==> src/rtl/xlb_row_ram.sv <==
// ----------------------------------------------------------------------------
// xlb_row_ram
// Generic simple dual-port RAM: one write port, one read port with
// registered read data.
// ----------------------------------------------------------------------------
module xlb_row_ram #(
   parameter int DEPTH  = 64,
   parameter int DATA_W = 64,
   parameter int ADDR_W = (DEPTH > 1) ? $clog2(DEPTH) : 1
) (
   input  logic              clock,
   input  logic              wr_en,
   input  logic [ADDR_W-1:0] wr_addr,
   input  logic [DATA_W-1:0] wr_data,
   input  logic              rd_en,
   input  logic [ADDR_W-1:0] rd_addr,
   output logic [DATA_W-1:0] rd_data
);

   logic [DATA_W-1:0] mem [DEPTH];

   always_ff @(posedge clock) begin
      if (wr_en) begin
         mem[wr_addr] <= wr_data;
      end
   end

   always_ff @(posedge clock) begin
      if (rd_en) begin
         rd_data <= mem[rd_addr];
      end
   end

endmodule

==> config.mk <==
export PLATFORM = sky130hd
export DESIGN_NAME = xlb_row_ram
export DESIGN_NICKNAME = d
export VERILOG_FILES = /design/src/rtl/xlb_row_ram.sv
export SDC_FILE = /design/constraint.sdc
export NUM_CORES = 2
export LEC_CHECK = 0
export BUFFER_PORTS_ARGS = -buffer_cell sky130_fd_sc_hd__buf_2
export CORE_ASPECT_RATIO = 1.2
export CORE_UTILIZATION = 46
export CTS_CLUSTER_SIZE = 14
export DETAILED_ROUTE_END_ITERATION = 8
export GPL_TIMING_DRIVEN = 0
export SETUP_SLACK_MARGIN = 0.1
export SLEW_MARGIN = 30
export SYNTH_ARGS = -nofsm -noshare
export SYNTH_HDL_FRONTEND = slang
export SYNTH_SLANG_ARGS = --single-unit
==> constraint.sdc <==
create_clock -name clock -period 5.65 [get_ports clock]
set_clock_uncertainty 0.2 [all_clocks]
set_input_delay 0.2825 -clock clock [delete_from_list [all_inputs] [get_ports clock]]
set_output_delay 0.2825 -clock clock [all_outputs]
set_load 0.02 [all_outputs]
# After elaboration in Yosys (flattened, before gate mapping)
# Memories as Yosys holds them, arrays and structs flattened. A register that Yosys moved wholly into a read port is not among the register bits.
# Index checks and enable logic that the tools add are counted.
[totals]
n_memories = 1
ff_bits = 0
rom_bits = 0
inputBits = 79
wordCells = 3
ram_bits = 4096
latch_bits = 0
[op_classes]
n_addsub = 0
mux = 2
n_shift = 0
n_lt_le_gt_ge = 0
n_bitwise = 0
n_div = 0
n_reduce_logical = 0
eq_ne = 0
n_mul = 0
[memory_table]
columns = ["memory", "words", "word_bits", "read_ports", "rd_ports_with_merged_regs", "wr", "line_no", "rtl"]
rows = [
  ["mem", 64, 64, 1, 1, 1, "20", "logic [DATA_W-1:0] mem [DEPTH];"],
]
[op_table]
columns = ["op", "n"]
rows = [
  ["1-bit 2-to-1 mux", 2],
]

# Logic depth before layout (Yosys ltp)
[logic_depth]
word_depth = 2
ltp_mapped = 9

# Worst setup path before layout
# No wires, ideal clock.
[synth_path]
path_type = "input-to-reg"
startpoint = "input port wr_addr[3]"
endpoint = "memory mem[48][0], enable pin"
path_buffers = 1
setup_ns = 0.564
path_slack_ns = -0.268
arrival_ns = 5.154
path_stages = 4
path_cell_list = "clkbuf_1 > nor2b_1 > nand4b_1 > nor3_1"
[synth_lines]
columns = ["element", "line_no", "rtl"]
rows = [
  ["start, declared", "13", "input logic [ADDR_W-1:0] wr_addr,"],
  ["end, declared", "20", ""],
]
# No word-level cell before the write port.

==> results.md <==
* Setup violators final at 0
* WL per Instance at between 30 and 40 um
* Worst r2r path cells at 5
* Core area at 339,000 sq um
* Initial antenna violation count at 40
* # H-tree levels at 5
* EDFF count, synth at around 4,200
* Synth Register Bits at 4,160
* Psw at 13.73 mW
* WP depth at 9
* R2r endpoint: rd_data[15]
* Count leader, synth: edfxtp_1
* Combinational power share at 0.055
* Slew Limit Headroom at 0.2515
* Hold Crit Class: in2reg
* Drt pass-1 iters at 6
* Reg2reg setup slack at ~2.5 ns
* Pint at ~50 mW
* Worst vdd ir at 0.2675 mV
* Top cell type's share of synthesized area at 0.7957
* Setup CP Type: in2reg
* Vias in the first global route at 78,340
* Crit-path slowest cell: a31oi_1
* Pleak at 58.26 nW
* PostCTS Resize Cnt at 0
* Chip Height at approximately 640 um
* Initial core utilization at 0.4630
* RSZ-0062 raised after global routing: false
* Post-Syn Nets at ~6,700
* CTS tree: done
* Async SR Flop Fraction at 0
* Reg2reg start: mem[53][15]
* Num CTS Buffers at 400
* Synth cell count leaders: edfxtp_1 (4,160), mux4_2 (1,024), buf_2 (170), a22oi_1 (168), clkbuf_1 (140)
* Synth area leaders: edfxtp_1 (80%), mux4_2 (15%), mux2i_1 (0.86%)
* WP data required at 6.03 ns
* Largest net degree at the start of global routing at 65
* Highest cell delay on the worst timing path at 0.93 ns
* F_max at 252.3 MHz
* Share of cells above drive strength 1 at 0.3014
* Chip Width at between 500 and 600 um
* Remaining Overflow, GRT at 0
* Detailed placement HPWL at 301,800 um
* Least-Margin Pin Slew at 1.108 ns
* Via/cell ratio at around 6.2
* Most frequent CP cell: buf_2
* CP delay by family, top: buffers and inverters
* Post-synthesis cell count at approximately 6,600
* Worst-Skew Late Latency at 0.94 ns
* Library cells used by synthesis at 32
* # IOs at 143
* Max Cap Viol at 0
* Biggest area consumer among synthesized cells: edfxtp_1
* Worst path bufs/invs at 5
* Post-route ant nets at 0
* Post-Syn Area at between 150,000 and 200,000 sq um
* Routed vias at between 70,000 and 80,000
* Pins over their slew limit at 0
* Cell Pwr Density at 343.5 nW/um^2
* Layout Nets at 7,603
* Die area at between 300,000 and 400,000 sq um
* CP Capture Type: register
* Detailed Route WL at 439,600 um
* GP Congestion at 0.8193
* CTS Root Cell: clkbuf_16
* Area growth syn-to-layout at 18.24%
* Final worst path period share at 0.7016
* Fin Hold WS at 0.1080 ns
* Setup tns final at 0 ns
* Worst setup path endpoint: rd_data[15]
* Synth Area per Inst at roughly 24 sq um
* Maximum buffer depth of the clock tree at 4
* Crit Path Max Fanout at 10
* CTS clk-pin slew, worst paths at 0.06 ns
* DRT iter0 DRCs at slightly above 10,000
* Post-synthesis sequential area ratio at 0.7957
* Ys Warns at 0
* First-pass GRT wire length at 610,500 um
* Startpoint class of the critical path: input port
* Tot GR Track Use at 0.2559
* Switching share of total power at 0.2154
* Clock power share at 0.407
* IO buf count at 134
* Post-CTS setup repair buffer count at 0
* Crit path from: rd_addr[2]
* Fin. Hold Viols at 0
* Fin crit period at approximately 4 ns
* DRC errors left at 0
* Status: finished, final reports clean
* Clk sinks at 4,160
* Row Count at 234
* Worst path cell trace: buf_2 > buf_4 > buf_2 > buf_2 > buf_4 > mux2i_1 > o22ai_1 > a31oi_1 > a211oi_1
* Sequential share of power at 0.538
* Arrival time worst endpoint at 4.35 ns
* Synth Flop Type: edfxtp_1
* Hold_buf cts at between 60 and 70
* Final Util at 0.5475
## how the worst min path moves through the flow
stage	from	end	cells past startpoint
6_report	wr_en	mem[48][14]	3
5_1_grt	wr_addr[1]	mem[49][18]	2
4_1_cts	wr_en	mem[49][10]	3
3_5_place_dp	rd_data[53]	rd_data[53]	1
3_3_place_gp	rd_data[22]	rd_data[22]	1
2_1_floorplan	wr_data[0]	mem[0][0]	0
## metrics by stage
stage	power, mW	cell area [sq um]	worst slack [ns]	cells
after floorplan	36.60	157000	1.137	6598
after global placement	38.23	163300	-3.192	11220
after detailed placement	38.40	172400	0.8296	11540
after CTS	64.10	185500	1.804	12330
after global routing	65.31	185600	1.787	12330
final	63.76	185600	1.686	12350
## state kept, by name, summed over array words and instances, names as in the netlist
signal	count
mem	4096
rd_data	64
## cells by family after synthesis
| kind of cell | share of synthesized area |
|---|---|
| DFF | 0.7957 |
| muxes | 0.1555 |
| AOI/OAI and AO/OA | 0.02467 |
| buffers and inverters | 0.01176 |
| and+or+nand+nor | 0.01235 |
## routing by layer
| layer | routed length (um) | global-route usage |
|---|---|---|
| met1 | 165200 | 0.3413 |
| met2 | 219800 | 0.4262 |
| met3 | 36910 | 0.04195 |
| met4 | 17660 | 0.09286 |
| met5 | 89 | 0 |
## cell type report
class | count | area (sq um)
Multi-Input combinational cell | 2049 | 30850
Inverter | 19 | 71.32
Tap cell | 4484 | 5610
Antenna cell | 18 | 45.04
Buffer | 370 | 1795
Timing Repair Buffer | 524 | 9849
Fill cell | 25070 | 153400
Clock inverter | 229 | 1918
Clock buffer | 492 | 10570
Sequential cell | 4160 | 124900
## worst register-to-register path: stages (launching register included)
cell and delay [ns]:
edfxtp_1 0.37, mux4_2 0.46, mux2i_1 0.24, o22ai_1 0.29
a31oi_1 0.94, a211oi_1 0.27
## power by group through the flow
stage                     Clock, mW  Sequential (mW)  Combinational [mW]
after floorplan                   0             35.0                1.59
after global placement            0             35.0                3.25
after detailed placement          0             35.0                3.45
after CTS                      26.3             34.3                3.50
after global routing           27.4             34.3                3.63
final                          26.0             34.3                3.49
## cell usage in the layout, fill, tap and decap left out, drive strengths merged, types with 2 or more instances in the layout
cell            n
nor2          112
nor3            2
nand4           2
nand3b          2
diode          18
mux4         1024
a22oi         168
o221ai         38
edfxtp       4160
clkinvlp        6
mux2i         135
and2            3
or3            29
a31oi          18
clkbuf        632
o22ai          83
nand2b         11
inv            25
a22o           88
nor2b          28
nand3          45
a211oi         63
and3           64
a41oi          26
a2bb2oi        19
nand2          58
dlygate4sd3    66
bufinv         30
buf           688
or2            28
clkinv        187
Power figures use the tool's default switching activity.
