## src/rtl/xlb_pkg.sv

```systemverilog
// ----------------------------------------------------------------------------
// xlb_pkg
// Shared types and constants for the xor linear basis unit: vector width,
// index widths, mode codes and the beat and control structs.
// ----------------------------------------------------------------------------
package xlb_pkg;

   localparam int WIDTH  = 64;
   localparam int IDX_W  = (WIDTH > 1) ? $clog2(WIDTH) : 1;
   localparam int RANK_W = $clog2(WIDTH + 1);

   localparam logic [1:0] MODE_INSERT   = 2'd0;
   localparam logic [1:0] MODE_QUERY    = 2'd1;
   localparam logic [1:0] MODE_MAXIMIZE = 2'd2;
   localparam logic [1:0] MODE_CLEAR    = 2'd3;

   typedef struct packed {
      logic [1:0]  mode;
      logic [63:0] vec;
   } xlb_req_type;

   typedef struct packed {
      logic        added;
      logic        in_span;
      logic [63:0] coords;
      logic [63:0] best;
      logic [6:0]  rank_now;
   } xlb_rsp_type;

   // update request from the sequencer to the basis bookkeeping
   typedef struct packed {
      logic             clear;
      logic             set_pivot;
      logic [IDX_W-1:0] pivot_idx;
      logic             acc_en;
      logic [WIDTH-1:0] acc_val;
   } xlb_trk_cmd_type;

   typedef struct packed {
      logic [WIDTH-1:0]  pivots;
      logic [RANK_W-1:0] rank;
      logic [WIDTH-1:0]  acc;
   } xlb_trk_state_type;

endpackage

```

## src/rtl/xlb_tracker.sv

```systemverilog
// ----------------------------------------------------------------------------
// xlb_tracker
// Basis bookkeeping: one valid bit per pivot row, the rank and the running
// xor of all stored rows.
// ----------------------------------------------------------------------------
module xlb_tracker (
   input  logic                       clock,
   input  logic                       reset,
   input  xlb_pkg::xlb_trk_cmd_type   trk_cmd,
   output xlb_pkg::xlb_trk_state_type trk_state
);

   logic [xlb_pkg::WIDTH-1:0]  pivots_ff;
   logic [xlb_pkg::RANK_W-1:0] rank_ff;
   logic [xlb_pkg::WIDTH-1:0]  acc_ff;

   always_ff @(posedge clock) begin
      if (reset || trk_cmd.clear) begin
         pivots_ff <= '0;
         rank_ff   <= '0;
         acc_ff    <= '0;
      end else begin
         if (trk_cmd.set_pivot) begin
            pivots_ff[trk_cmd.pivot_idx] <= 1'b1;
            rank_ff                      <= rank_ff + 1'b1;
         end
         if (trk_cmd.acc_en) begin
            acc_ff <= acc_ff ^ trk_cmd.acc_val;
         end
      end
   end

   assign trk_state.pivots = pivots_ff;
   assign trk_state.rank   = rank_ff;
   assign trk_state.acc    = acc_ff;

endmodule

```

## config.mk

```make
export PLATFORM = sky130hd
export DESIGN_NAME = xlb_tracker
export DESIGN_NICKNAME = d
export VERILOG_FILES = /design/src/rtl/xlb_pkg.sv /design/src/rtl/xlb_tracker.sv
export SDC_FILE = /design/constraint.sdc
export NUM_CORES = 1
export LEC_CHECK = 0
export BUFFER_PORTS_ARGS = -buffer_cell sky130_fd_sc_hd__buf_2
export CAP_MARGIN = 20
export CORE_ASPECT_RATIO = 1.25
export CORE_UTILIZATION = 39
export DETAILED_ROUTE_END_ITERATION = 8
export PLACE_DENSITY = 0.69
export SYNTH_ARGS = -nofsm -noshare
export SYNTH_HDL_FRONTEND = slang
export SYNTH_SLANG_ARGS = --single-unit
export TNS_END_PERCENT = 1
```

## constraint.sdc

```tcl
create_clock -name clock -period 1.75 [get_ports clock]
set_input_delay 0.35 -clock clock [delete_from_list [all_inputs] [get_ports clock]]
set_output_delay 0.35 -clock clock [all_outputs]
set_load 0.05 [all_outputs]
```

# --- After elaboration in Yosys (flattened, before gate mapping) ---
# Cells that the tools add are included.
word_totals:
  reg_bits: 135
op_classes:
  muxes: 2
  n_addsub: 1
  reduce_logical: 2
  bitwise: 2
  n_lt_le_gt_ge: 2
op_table:
  columns: ["cell", "count"]
  rows:
  - ["bitwise OR 64 bit", 1]
  - ["bitwise XOR 64 bit", 1]
  - ["adder 7 x 1 -> 7 bit (second input constant)", 1]
  - ["less-than comparator 6 x 7 -> 1 bit (second input constant)", 1]
  - ["demux 1 bit (select 6 bit)", 1]
  - [">= comparator 6 x 1 -> 1 bit (second input constant)", 1]
  - ["logical AND 1 bit", 1]
  - ["logical OR 1 bit", 1]
  - ["two-way mux 1 bit", 1]

# --- Longest topological paths before layout ---
# Gate-level depths: netlist of run 1.
logic_depth:
  ltp_word: 5
  ltp_mapped: 5
  depth_no_buf: 4

# --- Worst setup path after synthesis of run 1 ---
# No wires, ideal clock.
synth_path:
  path_type: "reg-to-reg"
  from: "reg rank_ff[0] (netlist bit)"
  to: "reg rank_ff[6] (netlist bit)"
  n_path_buf: 0
  path_stages_with_launch: 5
  setup_slack_ps: 118
  t_required_ps: 1680
  arrival_ps: 1562
  synth_period_minus_slack_ps: 1632
  cell_sequence: "dfxtp_1 > ha_1 > nand4_2 > or3_1 > a21oi_1"
synth_between:
  elab_chain_len: 1
synth_lines:
  columns: ["item", "line", "text"]
  rows:
  - ["start: declaration", "xlb_tracker.sv:14", "logic [xlb_pkg::RANK_W-1:0] rank_ff;"]
  - ["start signal: assignment", "xlb_tracker.sv:25", "rank_ff <= rank_ff + 1'b1;"]
  - ["adder 7 x 1 -> 7 bit", "xlb_tracker.sv:25", null]
# No other way between the ends.
# A chain may end at the register's enable or synchronous reset.

# --- Final worst setup path of run 1 ---
layout_path:
  from: "reg rank_ff[2] (netlist bit)"
  to: "out trk_state[66] (netlist bit)"
layout_rtl:
  columns: ["item", "line", "text"]
  rows:
  - ["end: declaration", "xlb_tracker.sv:10", "output xlb_pkg::xlb_trk_state_type trk_state"]
# No word-level cell between the ends.

==> summary.txt, run 1 <==
Outcome
  – Status: finished clean

STA
  – Final period util: 84.5%
  – Slew HR: 59.9%
  – Slew Limit Fails: 0
  – Final setup viols: 0
  – Slew @ Worst Pin: 0.599 ns
  – F_max: 677 MHz
  – Fin Hold WS: 0.266 ns
  – Final WS setup: 0.272 ns
  – Final Hold Viols: 0
  – Min Clock Period, post-route: 1.48 ns
  – Clock Skews: 0.00438 ns
  – RSZ-0062 raised after global routing: false
  – Total Neg Setup Slack: 0 ns

Die
  – Die area: 13000 sq um
  – CORE AREA: 12200 sq um
  – Cell Rows: 45
  – # IOs: 210
  – Die Ht: 127 microns
  – Chip Width: 102 microns
  – Starting density of the core: 40.1%

Clocking
  – Setup bufs post-CTS: 0
  – CTS tree: built
  – Sink Count: 135
  – CTS H-tree depth: 4
  – Clock transition at path regs: 0.06 ns
  – Clock root buffer: clkbuf_16
  – Post-cts hold buffer count: 0
  – CTS Buffer Depth: 2
  – Worst-skew pair later-pin latency: 0.40 ns
  – Inserted Clock Buffers: 17
  – Post-CTS Resized: 0

Placed design
  – Placed Instance Area: 5970 sq um
  – Detailed-placement wirelength estimate: 8480 microns
  – Worst slack at placement: 0.342 ns
  – I/O Buffers: 209
  – Dpl cells: 874
  – Final Wtd Congestion: 0.800

Layout
  – Ratio of cells with drive above 1 in the final layout: 34.6%
  – Post-route cell area: 6570 sq um
  – Post-layout util: 54.0%
  – Area grow syn2layout: 34.7%
  – Ant. Diodes: 0
  – # nets final: 805
  – Final non-filler cell total: 906

Yosys
  – Register area share after synthesis: 55.4%
  – Main synth FF type: dfxtp_1
  – Async SR Flop Fraction: 0%
  – Yosys warns: 0
  – Synth unique cells: 29
  – Syn Inst Count: 538
  – Mapped cell area: 4880 sq um
  – Post-synth EDFFs: 0
  – Mapped Nets: 614
  – Synthesized flop and latch total: 135
  – Syn Area/Cell: 9.07 sq um

Setup path
  – Crit path DAT: 1.13 ns
  – Worst-path cell chain: buf_2
  – Critical Path End Type: output port
  – CP max stage delay: 0.42 ns
  – Required time of the critical path: 1.40 ns
  – Slowest-stage cell, CP: dfxtp_1
  – Cell family with most CP delay: flip-flops
  – Startpoint types: register
  – Critical Path Fanout Max: 4
  – FF-to-FF setup slack: 0.41 ns
  – WS Path Type: register to output port
  – Worst path buffer plus inverter count: 1

Pwr
  – Pwr Total: 7.46 mW
  – PwrDens: 1140 nW/um^2
  – Pleak: 3.25 nW
  – Max IR drop VDD: 0.609 mV

Route
  – Vias per Instance: 4.70
  – Vias: 4257
  – TritonRoute pass-1 iters: 4
  – Post-route ant nets: 0
  – Avg WL per Cell: 13.3 microns
  – Routed WL: 12000 microns
  – # DRC: 0
  – First DRT Iteration DRCs: 113

Global route
  – First-pass GRT wire length: 19200 microns
  – Number of global-route vias before repair: 4107
  – Total track usage: 18.9%
  – Largest net degree at the start of global routing: 136
  – Initial antenna violation count: 0
  – Grt total ovfl: 0

Flow run
  – Max-cap violations: 0

Hold path
  – Hold Path Class: primary input to register
[sequential cells by signal, summed over array words and instances, names as in the netlist]
name and cells:
acc_ff 64, pivots_ff 64, rank_ff 7
[per-layer routing]
layer	wire, microns	global-route usage, %
met5	0	0
met4	204	7.56
met3	963	6.84
met2	5970	32.2
met1	4880	21.3
[power breakdown]
| part | internal [mW] | total [mW] | switching [mW] |
|---|---|---|---|
| sequential | 3.14 | 3.18 | 0.0436 |
| combinational | 0.205 | 0.674 | 0.468 |
| clock | 2.16 | 3.61 | 1.45 |
[synth_stat cells (all sizes together), types with 3 or more instances]
cell type / count / area (sq um)
dfxtp: 135 / 2700
nor2: 134 / 503
nand2: 67 / 251
xor2: 67 / 587
a21oi: 58 / 290
buf: 25 / 139
clkbuf: 15 / 60.1
a41oi: 6 / 52.6
and4b: 4 / 42.5
and4bb: 3 / 37.5
inv: 3 / 11.3
nor3b: 3 / 37.5
[worst reg2reg max path: stages (launching register included)]
cell and delay, ns:
dfxtp_1 0.42, ha_1 0.22, nand4_2 0.13, or3_1 0.36, a21oi_1 0.13
[cells in the final DEF (no fill, tap or decap), types with 3 or more instances in the layout]
master / netlist / layout
dfxtp_1: 135 / 135
inv_8: 0 / 3
nor3b_2: 3 / 3
and4bb_2: 3 / 3
inv_6: 0 / 6
xor2_1: 67 / 67
nand2_1: 67 / 67
a41oi_1: 6 / 6
nor2_1: 134 / 134
clkbuf_16: 0 / 17
buf_2: 21 / 209
inv_1: 3 / 3
a21oi_1: 58 / 58
[final timing paths]
path	start	to	cells after the start
max	rank_ff[2]	trk_state[66]	1
min	trk_cmd[45]	acc_ff[45]	4
max reg2reg	rank_ff[0]	rank_ff[6]	4
min reg2reg	pivots_ff[4]	pivots_ff[4]	2
[cells by family (layout without fill, tap and decap cells)]
family,after synthesis,count (layout),synth area share [%]
simple gates,222,222,20.1
flops,135,135,55.4
compound gates,68,68,7.49
xor+xnor,68,68,12.2
buf+inv,43,247,4.31
fa+ha+maj,1,1,0.256
mux,1,1,0.205
[cell type report]
type	count	area, sq um
Fill cell	1118	5590
Sequential cell	135	2700
Multi-Input combinational cell	360	1970
Timing Repair Buffer	212	1080
Clock buffer	17	425
Tap cell	164	205
Clock inverter	15	179
Inverter	3	11.3
No activity file was read; power rests on OpenSTA's default activity.
==> run 2, diff against run 1 <==
- PLACE_DENSITY: 0.69 -> 0.71
- clock period: 1.75 -> 1.2 ns (I/O delays scaled with it)
==> run 2 against run 1 <==
  * Global-route usage up 1.6 points
  * First-iteration DRC count up 53%
  * Final cell count up 1.2%
  * Total power up 53%
  * Combinational power up 69%
==> summary.txt, run 2 (synthesis gave the netlist of run 1 again) <==
Setup path
  – Crit path depth: 1 (unchanged)
  – Crit path DAT: 0.94 ns (was 1.13 ns)
  – CP max stage delay: 0.39 ns (was 0.42 ns)
  – Worst path buffer plus inverter count: 1 (unchanged)
  – WS Path Type: register to output port (unchanged)
  – Worst-path cell chain: buf_8 (was buf_2)
  – Slowest-stage cell, CP: dfxtp_4 (was dfxtp_1)
  – Worst R2R Path Depth: 4 (unchanged)
  – Cell family with most CP delay: flip-flops (unchanged)
  – Required time of the critical path: 0.96 ns (was 1.40 ns)
  – Critical Path Fanout Max: 4 (unchanged)
  – Critical Path End Type: output port (unchanged)
  – Startpoint types: register (unchanged)

Clocking
  – CTS tree: built (unchanged)
  – Post-cts hold buffer count: 0 (unchanged)
  – Inserted Clock Buffers: 17 (unchanged)
  – Worst-skew pair later-pin latency: 0.40 ns (about the same)
  – Sink Count: 135 (unchanged)
  – Post-CTS Resized: 286 (was 0)
  – Setup bufs post-CTS: 0 (unchanged)
  – CTS H-tree depth: 4 (unchanged)
  – CTS Buffer Depth: 2 (unchanged)
  – Clock transition at path regs: 0.06 ns (about the same)
  – Clock root buffer: clkbuf_16 (unchanged)

Layout
  – Commonest non-fill, non-tap cells in the layout: nor2_1, buf_6, dfxtp_2 (was buf_2, dfxtp_1, nor2_1)
  – Multi-input logic area: 1990 sq um (was 1970 sq um)
  – Area grow syn2layout: 58.9% (was 34.7%)
  – Biggest regs: acc_ff (64), pivots_ff (64), rank_ff (7) (unchanged)
  – Most common cell after layout, fill and taps aside: nor2_1 (was buf_2)
  – Ratio of cells with drive above 1 in the final layout: 50.2% (was 34.6%)
  – Sequential cell area: 2850 sq um (was 2700 sq um)
  – # nets final: 816 (was 805)
  – Filler Cell Count: 937 (was 1118)
  – Ant. Diodes: 0 (unchanged)
  – Post-route cell area: 7750 sq um (was 6570 sq um)

Global route
  – Total track usage: 20.5% (was 18.9%)
  – First-pass GRT wire length: 20900 microns (was 19200 microns)
  – Initial antenna violation count: 0 (unchanged)
  – Largest net degree at the start of global routing: 81 (was 136)
  – Number of global-route vias before repair: 4433 (was 4107)
  – Grt total ovfl: 0 (unchanged)

Route
  – TritonRoute pass-1 iters: 4 (unchanged)
  – Avg WL per Cell: 14.7 microns (was 13.3 microns)
  – First DRT Iteration DRCs: 173 (was 113)
  – Post-route ant nets: 0 (unchanged)
  – Routed WL: 13400 microns (was 12000 microns)
  – Vias: 4458 (was 4257)
  – # DRC: 0 (unchanged)
  – Vias per Instance: 4.86 (was 4.70)

Die
  – Die area: 13000 sq um (unchanged)
  – Chip Width: 102 microns (unchanged)
  – Die Ht: 127 microns (unchanged)
  – Starting density of the core: 40.1% (unchanged)
  – CORE AREA: 12200 sq um (unchanged)
  – Cell Rows: 45 (unchanged)
  – # IOs: 210 (unchanged)

Hold path
  – Cell depth of the worst hold path: 4 (unchanged)
  – Hold Path Class: primary input to register (unchanged)

STA
  – RSZ-0062 raised after global routing: true (was false)
  – F_max: 844 MHz
  – Clock Skews: 0.00490 ns (was 0.00438 ns)
  – Final setup viols: 0 (unchanged)
  – Slew Limit Fails: 0 (unchanged)
  – Slew @ Worst Pin: 0.547 ns (was 0.599 ns)
  – Slew HR: 63.4% (was 59.9%)
  – Min Clock Period, post-route: 1.18 ns
  – Final Hold Viols: 0 (unchanged)
  – Total Neg Setup Slack: 0 ns (unchanged)
  – Final period util: 98.7%

Placed design
  – Final Wtd Congestion: 0.771 (was 0.800)
  – Placed Instance Area: 6110 sq um (was 5970 sq um)
  – Detailed-placement wirelength estimate: 8680 microns (was 8480 microns)
  – I/O Buffers: 209 (unchanged)

Pwr
  – Max IR drop VDD: 1.08 mV (was 0.609 mV)
  – PwrDens: 1480 nW/um^2 (was 1140 nW/um^2)
  – Pleak: 3.48 nW (was 3.25 nW)

Flow run
  – Max-cap violations: 0 (unchanged)

Outcome
  – Status: finished clean (unchanged)
[run 2: cell types whose count changed in the layout (fill, tap and decap cells not counted), moves of 9 or more]
cell	previous run	this run
buf_2	209	74
buf_4	2	11
dfxtp_2	0	105
dfxtp_1	135	25
buf_6	0	130
[run 2: power breakdown]
group	leakage [nW]	total, mW	internal [mW]	switching, mW
clock	0.311	5.63	3.55	2.08
sequential	1.15	4.67	4.58	0.0867
combinational	2.02	1.14	0.436	0.708
[run 2: area by class of cell]
| class | instances | share of cell area (%) |
|---|---|---|
| flip-flops and latches | 135 | 36.8 |
| repair buffers | 223 | 26.5 |
| multi-input cells | 360 | 25.7 |
| clock buffers | 18 | 5.53 |
| clock inverters | 14 | 2.76 |
| well taps | 164 | 2.65 |
| inverters | 3 | 0.145 |
[run 2: per-layer routing]
| layer | wire, microns | track usage [%] | vias up |
|---|---|---|---|
| met3 | 1090 | 6.51 | 22 |
| met1 | 5040 | 23.0 | 2091 |
| met5 | 0 | 0 | - |
| met4 | 326 | 7.98 | 0 |
| met2 | 6980 | 35.7 | 219 |
| li1 | - | - | 2126 |
[run 2: final timing paths]
check                    start       endpoint  slack [ns]
setup / recovery    rank_ff[1]  trk_state[65]        0.02
setup reg to reg    rank_ff[1]     rank_ff[6]        0.03
hold reg to reg   pivots_ff[4]   pivots_ff[4]        0.47
hold / removal     trk_cmd[10]     acc_ff[10]        0.16
[run 2: through the flow]
step | hold WS (ns) | std cells | setup slack [ns] | utilization (%) | power, mW
final | 0.156 | 917 | 0.0158 | 63.8 | 11.4
after global routing | 0.150 | 917 | -0.0205 | 63.8 | 11.8
after CTS | 0.141 | 917 | -0.00496 | 62.0 | 11.5
after detailed placement | 0.451 | 885 | -0.0824 | 50.3 | 5.75
after global placement | 0.441 | 885 | -0.0102 | 50.3 | 5.73
after floorplan | 0.451 | 538 | -0.0212 | - | 5.44
[run 2: tightest hold or removal path: cells and delay by family]
family        cells  cell delay [ns]
buf+inv           1             0.10
xor+xnor          1             0.06
simple gates      2             0.14
