<file path="config.mk">
export PLATFORM = sky130hd
export DESIGN_NAME = xlb_engine
export DESIGN_NICKNAME = d
export VERILOG_FILES = /design/src/rtl/xlb_pkg.sv /design/src/rtl/xlb_engine.sv
export SDC_FILE = /design/constraint.sdc
export NUM_CORES = 1
export LEC_CHECK = 0
export ABC_AREA = 1
export BUFFER_PORTS_ARGS = -buffer_cell sky130_fd_sc_hd__buf_2
export CELL_PAD_IN_SITES_DETAIL_PLACEMENT = 0
export CELL_PAD_IN_SITES_GLOBAL_PLACEMENT = 1
export CORE_MARGIN = 5
export CORE_UTILIZATION = 34
export CTS_CLUSTER_DIAMETER = 120
export CTS_CLUSTER_SIZE = 12
export DETAILED_ROUTE_END_ITERATION = 16
export MAX_ROUTING_LAYER = met4
export PLACE_DENSITY_LB_ADDON = 0.1
export SKIP_LAST_GASP = 1
export SLEW_MARGIN = 20
export SYNTH_ARGS = -nofsm -noshare
export SYNTH_HDL_FRONTEND = slang
export SYNTH_SLANG_ARGS = --single-unit
</file>
<file path="constraint.sdc">
create_clock -name clock -period 11.4 [get_ports clock]
set_input_delay 1.14 -clock clock [delete_from_list [all_inputs] [get_ports clock]]
set_output_delay 1.14 -clock clock [all_outputs]
set_load 0.02 [all_outputs]
</file>
<file path="src/rtl/xlb_pkg.sv">
// ----------------------------------------------------------------------------
// xlb_pkg
// Shared types and constants for the xor linear basis unit: vector width,
// index widths, mode codes and the beat and control structs.
// ----------------------------------------------------------------------------
package xlb_pkg;

   localparam int WIDTH  = 64;
   localparam int IDX_W  = (WIDTH > 1) ? $clog2(WIDTH) : 1;
   localparam int RANK_W = $clog2(WIDTH + 1);

   localparam logic [1:0] MODE_INSERT   = 2'd0;
   localparam logic [1:0] MODE_QUERY    = 2'd1;
   localparam logic [1:0] MODE_MAXIMIZE = 2'd2;
   localparam logic [1:0] MODE_CLEAR    = 2'd3;

   typedef struct packed {
      logic [1:0]  mode;
      logic [63:0] vec;
   } xlb_req_type;

   typedef struct packed {
      logic        added;
      logic        in_span;
      logic [63:0] coords;
      logic [63:0] best;
      logic [6:0]  rank_now;
   } xlb_rsp_type;

   // update request from the sequencer to the basis bookkeeping
   typedef struct packed {
      logic             clear;
      logic             set_pivot;
      logic [IDX_W-1:0] pivot_idx;
      logic             acc_en;
      logic [WIDTH-1:0] acc_val;
   } xlb_trk_cmd_type;

   typedef struct packed {
      logic [WIDTH-1:0]  pivots;
      logic [RANK_W-1:0] rank;
      logic [WIDTH-1:0]  acc;
   } xlb_trk_state_type;

endpackage

</file>
<file path="src/rtl/xlb_engine.sv">
// ----------------------------------------------------------------------------
// xlb_engine
// Row sequencer: for all commands but clear, scans the row memory from the
// top row down, one row per cycle; a new pivot then patches the higher rows.
// ----------------------------------------------------------------------------
module xlb_engine (
   input  logic                              clock,
   input  logic                              reset,
   input  logic                              start,
   input  xlb_pkg::xlb_req_type              req_item,
   output logic                              busy,
   input  xlb_pkg::xlb_trk_state_type        trk_state,
   output xlb_pkg::xlb_trk_cmd_type          trk_cmd,
   output logic                              rd_en,
   output logic [xlb_pkg::IDX_W-1:0]         rd_addr,
   input  logic [xlb_pkg::WIDTH-1:0]         rd_data,
   output logic                              wr_en,
   output logic [xlb_pkg::IDX_W-1:0]         wr_addr,
   output logic [xlb_pkg::WIDTH-1:0]         wr_data,
   output logic                              done,
   output xlb_pkg::xlb_rsp_type              done_item
);

   typedef enum logic [3:0] {
      ST_IDLE   = 4'b0001,
      ST_SCAN   = 4'b0010,
      ST_UPDATE = 4'b0100,
      ST_DONE   = 4'b1000
   } state_type;

   localparam logic [xlb_pkg::IDX_W-1:0] TOP_IDX = xlb_pkg::IDX_W'(xlb_pkg::WIDTH - 1);

   state_type                   state_ff, state_in;
   logic [1:0]                  mode_ff, mode_in;
   logic [xlb_pkg::WIDTH-1:0]   x_ff, x_in;
   logic [xlb_pkg::IDX_W-1:0]   idx_ff, idx_in;
   logic [xlb_pkg::IDX_W-1:0]   b_ff, b_in;
   logic                        found_ff, found_in;
   logic                        fail_ff, fail_in;
   logic [xlb_pkg::WIDTH-1:0]   coord_ff, coord_in;

   logic                        row_valid;
   logic                        x_bit;
   logic [xlb_pkg::WIDTH-1:0]   x_step;

   assign row_valid = trk_state.pivots[idx_ff];
   assign x_bit     = x_ff[idx_ff];
   assign busy      = (state_ff != ST_IDLE);

   always_comb begin
      state_in = state_ff;
      mode_in  = mode_ff;
      x_in     = x_ff;
      idx_in   = idx_ff;
      b_in     = b_ff;
      found_in = found_ff;
      fail_in  = fail_ff;
      coord_in = coord_ff;
      x_step   = x_ff;
      rd_en    = 1'b0;
      rd_addr  = TOP_IDX;
      wr_en    = 1'b0;
      wr_addr  = idx_ff;
      wr_data  = x_ff;
      trk_cmd  = '0;
      done     = 1'b0;
      case (state_ff)
         ST_IDLE: begin
            if (start) begin
               mode_in  = req_item.mode;
               x_in     = req_item.vec[xlb_pkg::WIDTH-1:0];
               idx_in   = TOP_IDX;
               found_in = 1'b0;
               fail_in  = 1'b0;
               coord_in = '0;
               if (req_item.mode == xlb_pkg::MODE_CLEAR) begin
                  trk_cmd.clear = 1'b1;
                  state_in      = ST_DONE;
               end else begin
                  rd_en    = 1'b1;
                  rd_addr  = TOP_IDX;
                  state_in = ST_SCAN;
               end
            end
         end
         ST_SCAN: begin
            case (mode_ff)
               xlb_pkg::MODE_INSERT: begin
                  if (x_bit) begin
                     if (row_valid) begin
                        x_step = x_ff ^ rd_data;
                     end else if (!found_ff) begin
                        found_in = 1'b1;
                        b_in     = idx_ff;
                     end
                  end
               end
               xlb_pkg::MODE_QUERY: begin
                  if (x_bit) begin
                     if (row_valid) begin
                        x_step           = x_ff ^ rd_data;
                        coord_in[idx_ff] = 1'b1;
                     end else begin
                        fail_in = 1'b1;
                     end
                  end
               end
               default: begin
                  if (!x_bit && row_valid) begin
                     x_step = x_ff ^ rd_data;
                  end
               end
            endcase
            x_in = x_step;
            if (idx_ff != '0) begin
               idx_in  = idx_ff - 1'b1;
               rd_en   = 1'b1;
               rd_addr = idx_ff - 1'b1;
            end else if (mode_ff == xlb_pkg::MODE_INSERT && found_in) begin
               // new pivot row goes in, then the higher rows get patched
               wr_en             = 1'b1;
               wr_addr           = b_in;
               wr_data           = x_step;
               trk_cmd.set_pivot = 1'b1;
               trk_cmd.pivot_idx = b_in;
               trk_cmd.acc_en    = 1'b1;
               trk_cmd.acc_val   = x_step;
               if (b_in == TOP_IDX) begin
                  state_in = ST_DONE;
               end else begin
                  idx_in   = b_in + 1'b1;
                  rd_en    = 1'b1;
                  rd_addr  = b_in + 1'b1;
                  state_in = ST_UPDATE;
               end
            end else begin
               state_in = ST_DONE;
            end
         end
         ST_UPDATE: begin
            if (row_valid && rd_data[b_ff]) begin
               wr_en           = 1'b1;
               wr_addr         = idx_ff;
               wr_data         = rd_data ^ x_ff;
               trk_cmd.acc_en  = 1'b1;
               trk_cmd.acc_val = x_ff;
            end
            if (idx_ff == TOP_IDX) begin
               state_in = ST_DONE;
            end else begin
               idx_in  = idx_ff + 1'b1;
               rd_en   = 1'b1;
               rd_addr = idx_ff + 1'b1;
            end
         end
         ST_DONE: begin
            done     = 1'b1;
            state_in = ST_IDLE;
         end
         default: begin
            state_in = ST_IDLE;
         end
      endcase
   end

   always_ff @(posedge clock) begin
      if (reset) begin
         state_ff <= ST_IDLE;
      end else begin
         state_ff <= state_in;
      end
   end

   always_ff @(posedge clock) begin
      mode_ff  <= mode_in;
      x_ff     <= x_in;
      idx_ff   <= idx_in;
      b_ff     <= b_in;
      found_ff <= found_in;
      fail_ff  <= fail_in;
      coord_ff <= coord_in;
   end

   always_comb begin
      done_item.added    = (mode_ff == xlb_pkg::MODE_INSERT) && found_ff;
      done_item.in_span  = (mode_ff == xlb_pkg::MODE_QUERY) && !fail_ff;
      done_item.coords   = done_item.in_span ? 64'(coord_ff) : 64'd0;
      done_item.best     = (mode_ff == xlb_pkg::MODE_MAXIMIZE) ? 64'(x_ff)
                                                               : 64'(trk_state.acc);
      done_item.rank_now = 7'(trk_state.rank);
   end

endmodule

</file>
# Word-level counts from Yosys, hierarchy flattened
# Cells that the tools add are included.
[word_totals] ff_bits=148 output_inout_bits=290 input_bits=268
[classes] n_reduce_logical=19 n_eq_ne=20 addsub=3 n_bitwise=2 magnitude_cmp=3 mux=81
[op_table] op="2-to-1 mux 64 bit" count=14
[op_table] op="one-hot mux 64 bit (2 select lines)" count=3
[op_table] op="2-to-1 mux 72 bit" count=2
[op_table] op="one-hot mux 65 bit (2 select lines)" count=1
[op_table] op="2-to-1 mux 6 bit" count=17
[op_table] op="2-to-1 mux 65 bit" count=1
[op_table] op="OR 64 bit" count=1
[op_table] op="XOR 64 bit" count=1
[op_table] op="2-to-1 mux 1 bit" count=25
[op_table] op="2-to-1 mux 4 bit" count=6
[op_table] op="binary-select mux 1 bit (select 6 bit)" count=3
[op_table] op="one-hot mux 6 bit (3 select lines)" count=1
[op_table] op="inequality test 2 bit, second input constant" count=8
[op_table] op="AND reduction 5 bit" count=3
[op_table] op="less-than comparator 6 x 7 -> 1 bit, second input constant" count=2
[op_table] op="adder 6 x 1 -> 6 bit, second input constant" count=2
[op_table] op="equality test 6 bit, second input constant" count=2
[op_table] op="one-hot mux 4 bit (3 select lines)" count=1
[op_table] op="one-hot mux 6 bit (2 select lines)" count=1
[op_table] op="2-to-1 mux 7 bit" count=1
[op_table] op="demux 1 bit (select 6 bit)" count=1
[op_table] op="greater-or-equal comparator 6 x 1 -> 1 bit, second input constant" count=1
[op_table] op="logical AND 1 bit" count=6
[op_table] op="inequality test 3 bit, second input constant" count=2
[op_table] op="other kinds (18)" count=23

# Logic depth before layout (Yosys ltp)
[logic_depth] depth_word=11 ltp_mapped=24

# Worst setup path before layout
# Ideal clock, no wire load.
[synth_timing] path_type="input to register" from="input start" to="register coord_ff[0] (netlist bit) (enable)" arrival_ns=9.458 path_buffers=0 path_slack_ns=1.434 required_time_ns=10.893 path_stages=4 path_cell_list="inv_1 -> o21ai_0 -> nand2_1 -> a21oi_1"
[synth_via] elab_chain_len=2
[synth_rtl] element="start: declaration" line="xlb_engine.sv:9" rtl="input logic start,"
[synth_rtl] element="inequality test 2 bit (no line)"
[synth_rtl] element="AND reduction 5 bit (no line)"
[synth_rtl] element="end signal: assignment" line="xlb_engine.sv:181" rtl="coord_ff <= coord_in;"
[synth_rtl] element="end: declaration" line="xlb_engine.sv:40" rtl="logic [xlb_pkg::WIDTH-1:0] coord_ff, coord_in;"
# Every way passes these cells.
# A chain may end at the register's enable or synchronous reset.

# Worst setup path in the final report
[layout_timing] from="register idx_ff[1] (netlist bit)" to="output wr_data[32] (netlist bit)"
[layout_via] elab_chain_len=10 word_cells_on_any_way=21 classes_between="mux (16); reduce/logical (5)"
[layout_rtl] element="start: declaration" line="xlb_engine.sv:36" rtl="logic [xlb_pkg::IDX_W-1:0] idx_ff, idx_in;"
[layout_rtl] element="start signal: assignment" line="xlb_engine.sv:177" rtl="idx_ff <= idx_in;"
[layout_rtl] element="binary-select mux 1 bit (select 6 bit)" line="xlb_engine.sv:46" rtl="assign row_valid = trk_state.pivots[idx_ff];"
[layout_rtl] element="2-to-1 mux 1 bit (not written as such)" line="xlb_engine.sv:46"
[layout_rtl] element="2-to-1 mux 1 bit" line="xlb_engine.sv:90" rtl="if (row_valid) begin"
[layout_rtl] element="2-to-1 mux 1 bit" line="xlb_engine.sv:89" rtl="if (x_bit) begin"
[layout_rtl] element="2-to-1 mux 1 bit" line="xlb_engine.sv:87" rtl="case (mode_ff)"
[layout_rtl] element="2-to-1 mux 1 bit" line="xlb_engine.sv:67" rtl="case (state_ff)"
[layout_rtl] element="logical AND 1 bit" line="xlb_engine.sv:119" rtl="end else if (mode_ff == xlb_pkg::MODE_INSERT && found_in) begin"
[layout_rtl] element="2-to-1 mux 64 bit" line="xlb_engine.sv:119"
[layout_rtl] element="2-to-1 mux 64 bit" line="xlb_engine.sv:115" rtl="if (idx_ff != '0) begin"
[layout_rtl] element="one-hot mux 64 bit (2 select lines) (*)" line="xlb_engine.sv:67"
[layout_rtl] element="end: declaration" line="xlb_engine.sv:19" rtl="output logic [xlb_pkg::WIDTH-1:0] wr_data,"
# Mark *: on every way between the ends. The rest lies on a longest branch, timed or not. The select of a mux whose other input is x is not followed.

==> parameters.txt <==
Parameter                              Value

Synth
  Dominant cell by count in the synthesized netlist ... sky130_fd_sc_hd__nand2_1
  Synth Area in XOR/XNOR ... 0.0379
  Syn Std Cell Area ... between 0.015 and 0.02 mm2
  Commonest cells post-synth ... sky130_fd_sc_hd__nand2_1 (817), sky130_fd_sc_hd__o21ai_0 (264), sky130_fd_sc_hd__nor2_1 (227)
  Unique cell type count in the Yosys netlist ... around 40
  Synthesized-area fraction occupied by and/or/nand/nor cells ... 0.346
  Share of cell area taken by muxes after synthesis ... 0
  Leading cell types by total area after synthesis ... sky130_fd_sc_hd__edfxtp_1 (28%), sky130_fd_sc_hd__nand2_1 (20%), sky130_fd_sc_hd__o21ai_0 (8.7%)
  Number of storage elements in the synthesis netlist ... approximately 150
  Total number of yosys warnings ... 0
  Predominant post-synthesis flop cell ... sky130_fd_sc_hd__edfxtp_1
  Post-synth top area share ... 0.284
  Number of enable-type register cells in the synthesized netlist ... 144
  Fraction of registers with async set/reset ... 0
  Top cell type by total area after synthesis ... sky130_fd_sc_hd__edfxtp_1
  Post-synthesis net count ... 2745
  Register area share after synthesis ... 0.289
  Largest family of logic cells by synthesized area ... simple AND/OR/NAND/NOR gates
  Number of instances in the synthesized netlist ... 2474
  Complex-gate fraction of the synthesized area ... 0.214
  Share of synthesized cell area in full adder, half adder and majority cells ... 0.00246
  Synthesized area per cell ... between 6 and 7 um2

STA
  Final number of setup-violating endpoints ... 0
  Setup slack of the critical path after layout ... slightly below 5 ns
  Tcrit/Tclk final ... 0.577
  Post-layout min period ... around 6.6 ns
  Final Slew Violations ... 0
  Final number of hold-violating endpoints ... 0
  Unrepaired setup endpoints after global routing ... no
  Actual slew at the worst max-slew pin ... about 1.2 ns
  Final clock skew ... between 0.015 and 0.02 ns
  Total Negative Setup Slacks ... 0 ns
  Highest Clock Rate ... 0.152 GHz
  Worst max-slew margin expressed relative to the limit ... 0.203

CTS
  Post-cts resize count ... 0
  Num Clock Sinks ... 148
  Setup bufs post-CTS ... 0
  TritonCTS clock tree ... done
  Post-CTS Hold Buffers ... 0
  Cts bufs inserted ... 17
  Max Buffers Root-to-Sink ... 2
  Clock transition time at the flip-flop clock pins of the worst setup and hold paths ... roughly 0.07 ns
  H-tree depth ... 4
  Cell at the root of the clock tree ... sky130_fd_sc_hd__clkbuf_16
  Latest clock arrival within the worst-skew pair ... 0.50 ns

Drt
  Count of TritonRoute iterations in the first routing pass ... 6
  Vias ... 19200
  DRC violation total after the first TritonRoute iteration ... approximately 2100
  Average wire per standard cell ... approximately 23 um
  DRC Markers ... 0
  Met3 Routed Length ... 7260 um
  Met2 Wirelength ... around 37000 um
  Remaining antenna violation count after routing ... 0
  Routed via count divided by cell count ... ~5.5
  Sum of routed wire segments on met1 ... 33700 um
  Highest signal layer in the routed design ... met4
  Wirelength, routed ... slightly above 80000 um

Critical path
  Critical path launch point type ... flip-flop
  Most common cell on crit path ... sky130_fd_sc_hd__nand2_2
  Kind of critical path ... flip-flop to output port
  Worst reg2reg startpoint ... idx_ff[1]
  Worst path cell trace ... inv_1 -> nor2_2 -> o211ai_1 -> nand4_1 -> nand2_1 -> nand2_1 -> nor2_1 -> nand2_2 -> nand3_2 -> o21ai_4 -> nand2_2 -> nand2_2 -> buf_4 -> inv_2 -> nor2_1 -> o211ai_1 -> buf_2
  WP data arrival ... ~5.4 ns
  Crit Reg-Reg Endpoint ... idx_ff[2]
  CP Data Required Time ... 10.26 ns
  R2R Setup Slk ... roughly 6.3 ns
  Peak per-stage delay on the critical path ... roughly 0.68 ns
  Number of cell instances on the worst register-to-register path ... 19
  Sort of element at the end of the critical path ... output port
  Cell with the largest stage delay on the worst path ... sky130_fd_sc_hd__edfxtp_1
  Max Fanout on Critical Path ... between 50 and 60

Hold path
  Type of the worst min-delay path ... flip-flop to flip-flop
  Hold EP ... state_ff[2]
  Hold depth ... 2
  Min-delay src ... state_ff[2]

Global routing
  Global Route Usage Sum ... 0.319
  Number of global-route vias before repair ... about 18000
  Wire length of the first global-routing pass ... 117000 um
  Pin count of the biggest net entering global routing ... 106
  Grt total ovfl ... 0
  Number of antenna violations at the first check in global routing ... 18

Power and ir drop
  Portion of total power attributed to sequential cells ... 0.265
  Cell Int Power ... roughly 1.6 mW
  PwrDens ... about 170 mW/mm2
  Power Total ... 3.27 mW
  Share of total power in combinational logic ... 0.551
  Sw power ... roughly 1.7 mW
  Leakage ... 8.98 nW
  Switching portion of total power ... 0.521
  Clock power share ... 0.184
  Peak ir drop on the vdd network ... 0.103 mV

Final layout
  Util after Layout ... 0.422
  Final Net Count ... approximately 3200
  Layout cells sized above 1 ... 0.226
  Area growth syn-to-layout ... 22.7%

Floorplanning
  Width of the die ... about 220 um
  Top-level port count ... 558
  Die Y ... between 200 and 250 um
  Area of the die ... slightly below 0.05 mm2
  Initial standard-cell utilization of the core ... 0.344
  Standard cell core area ... approximately 0.044 mm2
  Site row count ... 77

Placement
  Pre-CTS worst setup slack ... 5.33 ns
  Final weighted congestion in routability-driven placement ... approximately 0.94
  IO buf count ... between 500 and 600
  HPWL after detailed placement ... 58500 um

Outcome
  Status ... complete, no violations

Run
  Number of violations of the max-capacitance limit ... 0
-- kinds of logic (layout without fill, tap and decap cells) --
family,after synthesis,in the layout
AO/OA/AOI/OAI,574,574
XOR/XNOR,66,66
adder cells (fa/ha/maj),3,3
buffers and inverters,393,811
flip-flops,148,148
other,0,17
AND/OR/NAND/NOR,1290,1290
-- routing by layer --
layer  vias to the layer above  track usage
li1                       9080            -
met1                      9080        0.407
met2                       967        0.505
met3                       116       0.0784
met4                         0       0.0945
met5                         -            -
-- stage by stage --
stage | hold WS (ns) | area [um2] | cells
2_1_floorplan | 0.535 | 15200 | 2474
3_3_place_gp | 0.552 | 18100 | 3452
3_5_place_dp | 0.561 | 18100 | 3452
4_1_cts | 0.577 | 18700 | 3484
5_1_grt | 0.593 | 18700 | 3501
6_report | 0.574 | 18700 | 3501
-- power by group through the flow --
| stage | sequential, mW | combinational [mW] | clock, mW |
|---|---|---|---|
| finish | 0.866 | 1.80 | 0.603 |
| global route | 0.882 | 1.96 | 0.634 |
| CTS | 0.864 | 1.79 | 0.616 |
| detailed placement | 0.875 | 1.79 | 0 |
| global placement | 0.869 | 1.78 | 0 |
| floorplan | 0.865 | 1.21 | 0 |
-- flip-flops by register name, indices dropped and copies added, names as in the netlist --
name,count
fail_ff,1
idx_ff,6
coord_ff,64
b_ff,6
x_ff,64
state_ff,4
mode_ff,2
found_ff,1
-- layout make-up --
| cell class | count | area, um2 |
|---|---|---|
| Clock inverter | 15 | 161 |
| Fill cell | 4891 | 25600 |
| Multi-Input combinational cell | 1933 | 9240 |
| Sequential cell | 148 | 4400 |
| Timing Repair Buffer | 566 | 2890 |
| Tap cell | 592 | 741 |
| Clock buffer | 17 | 425 |
| Inverter | 213 | 803 |
| Antenna cell | 17 | 42.5 |
-- placed cells by master (no fill, tap or decap), drive strengths merged, types with 44 or more instances in the layout --
master   instances
nand2          824
o21ai          288
o2111ai         44
xnor2           58
nor2           239
a21oi          150
inv            221
nand3          192
edfxtp         144
buf            566
a211oi          55
-- worst max-delay path by stage --
stage	from	endpoint	slack (ns)	cells after the start
after detailed placement	idx_ff[1]	trk_cmd[32]	5.33	13
after CTS	idx_ff[1]	trk_cmd[32]	4.79	13
after global placement	idx_ff[1]	trk_cmd[32]	5.42	13
final	idx_ff[1]	wr_data[32]	4.82	17
after global routing	idx_ff[1]	trk_cmd[59]	4.45	17
after floorplan	start	coord_ff[0]	1.43	4
-- worst max-delay path, delay by kind of cell (launching register included) --
| family | cells | cell delay (ns) |
|---|---|---|
| AND/OR/NAND/NOR | 10 | 2.18 |
| buffers and inverters | 4 | 1.50 |
| AO/OA/AOI/OAI | 3 | 0.53 |
| flip-flops | 1 | 0.68 |
Note: power is estimated with default switching activity, not from simulation.
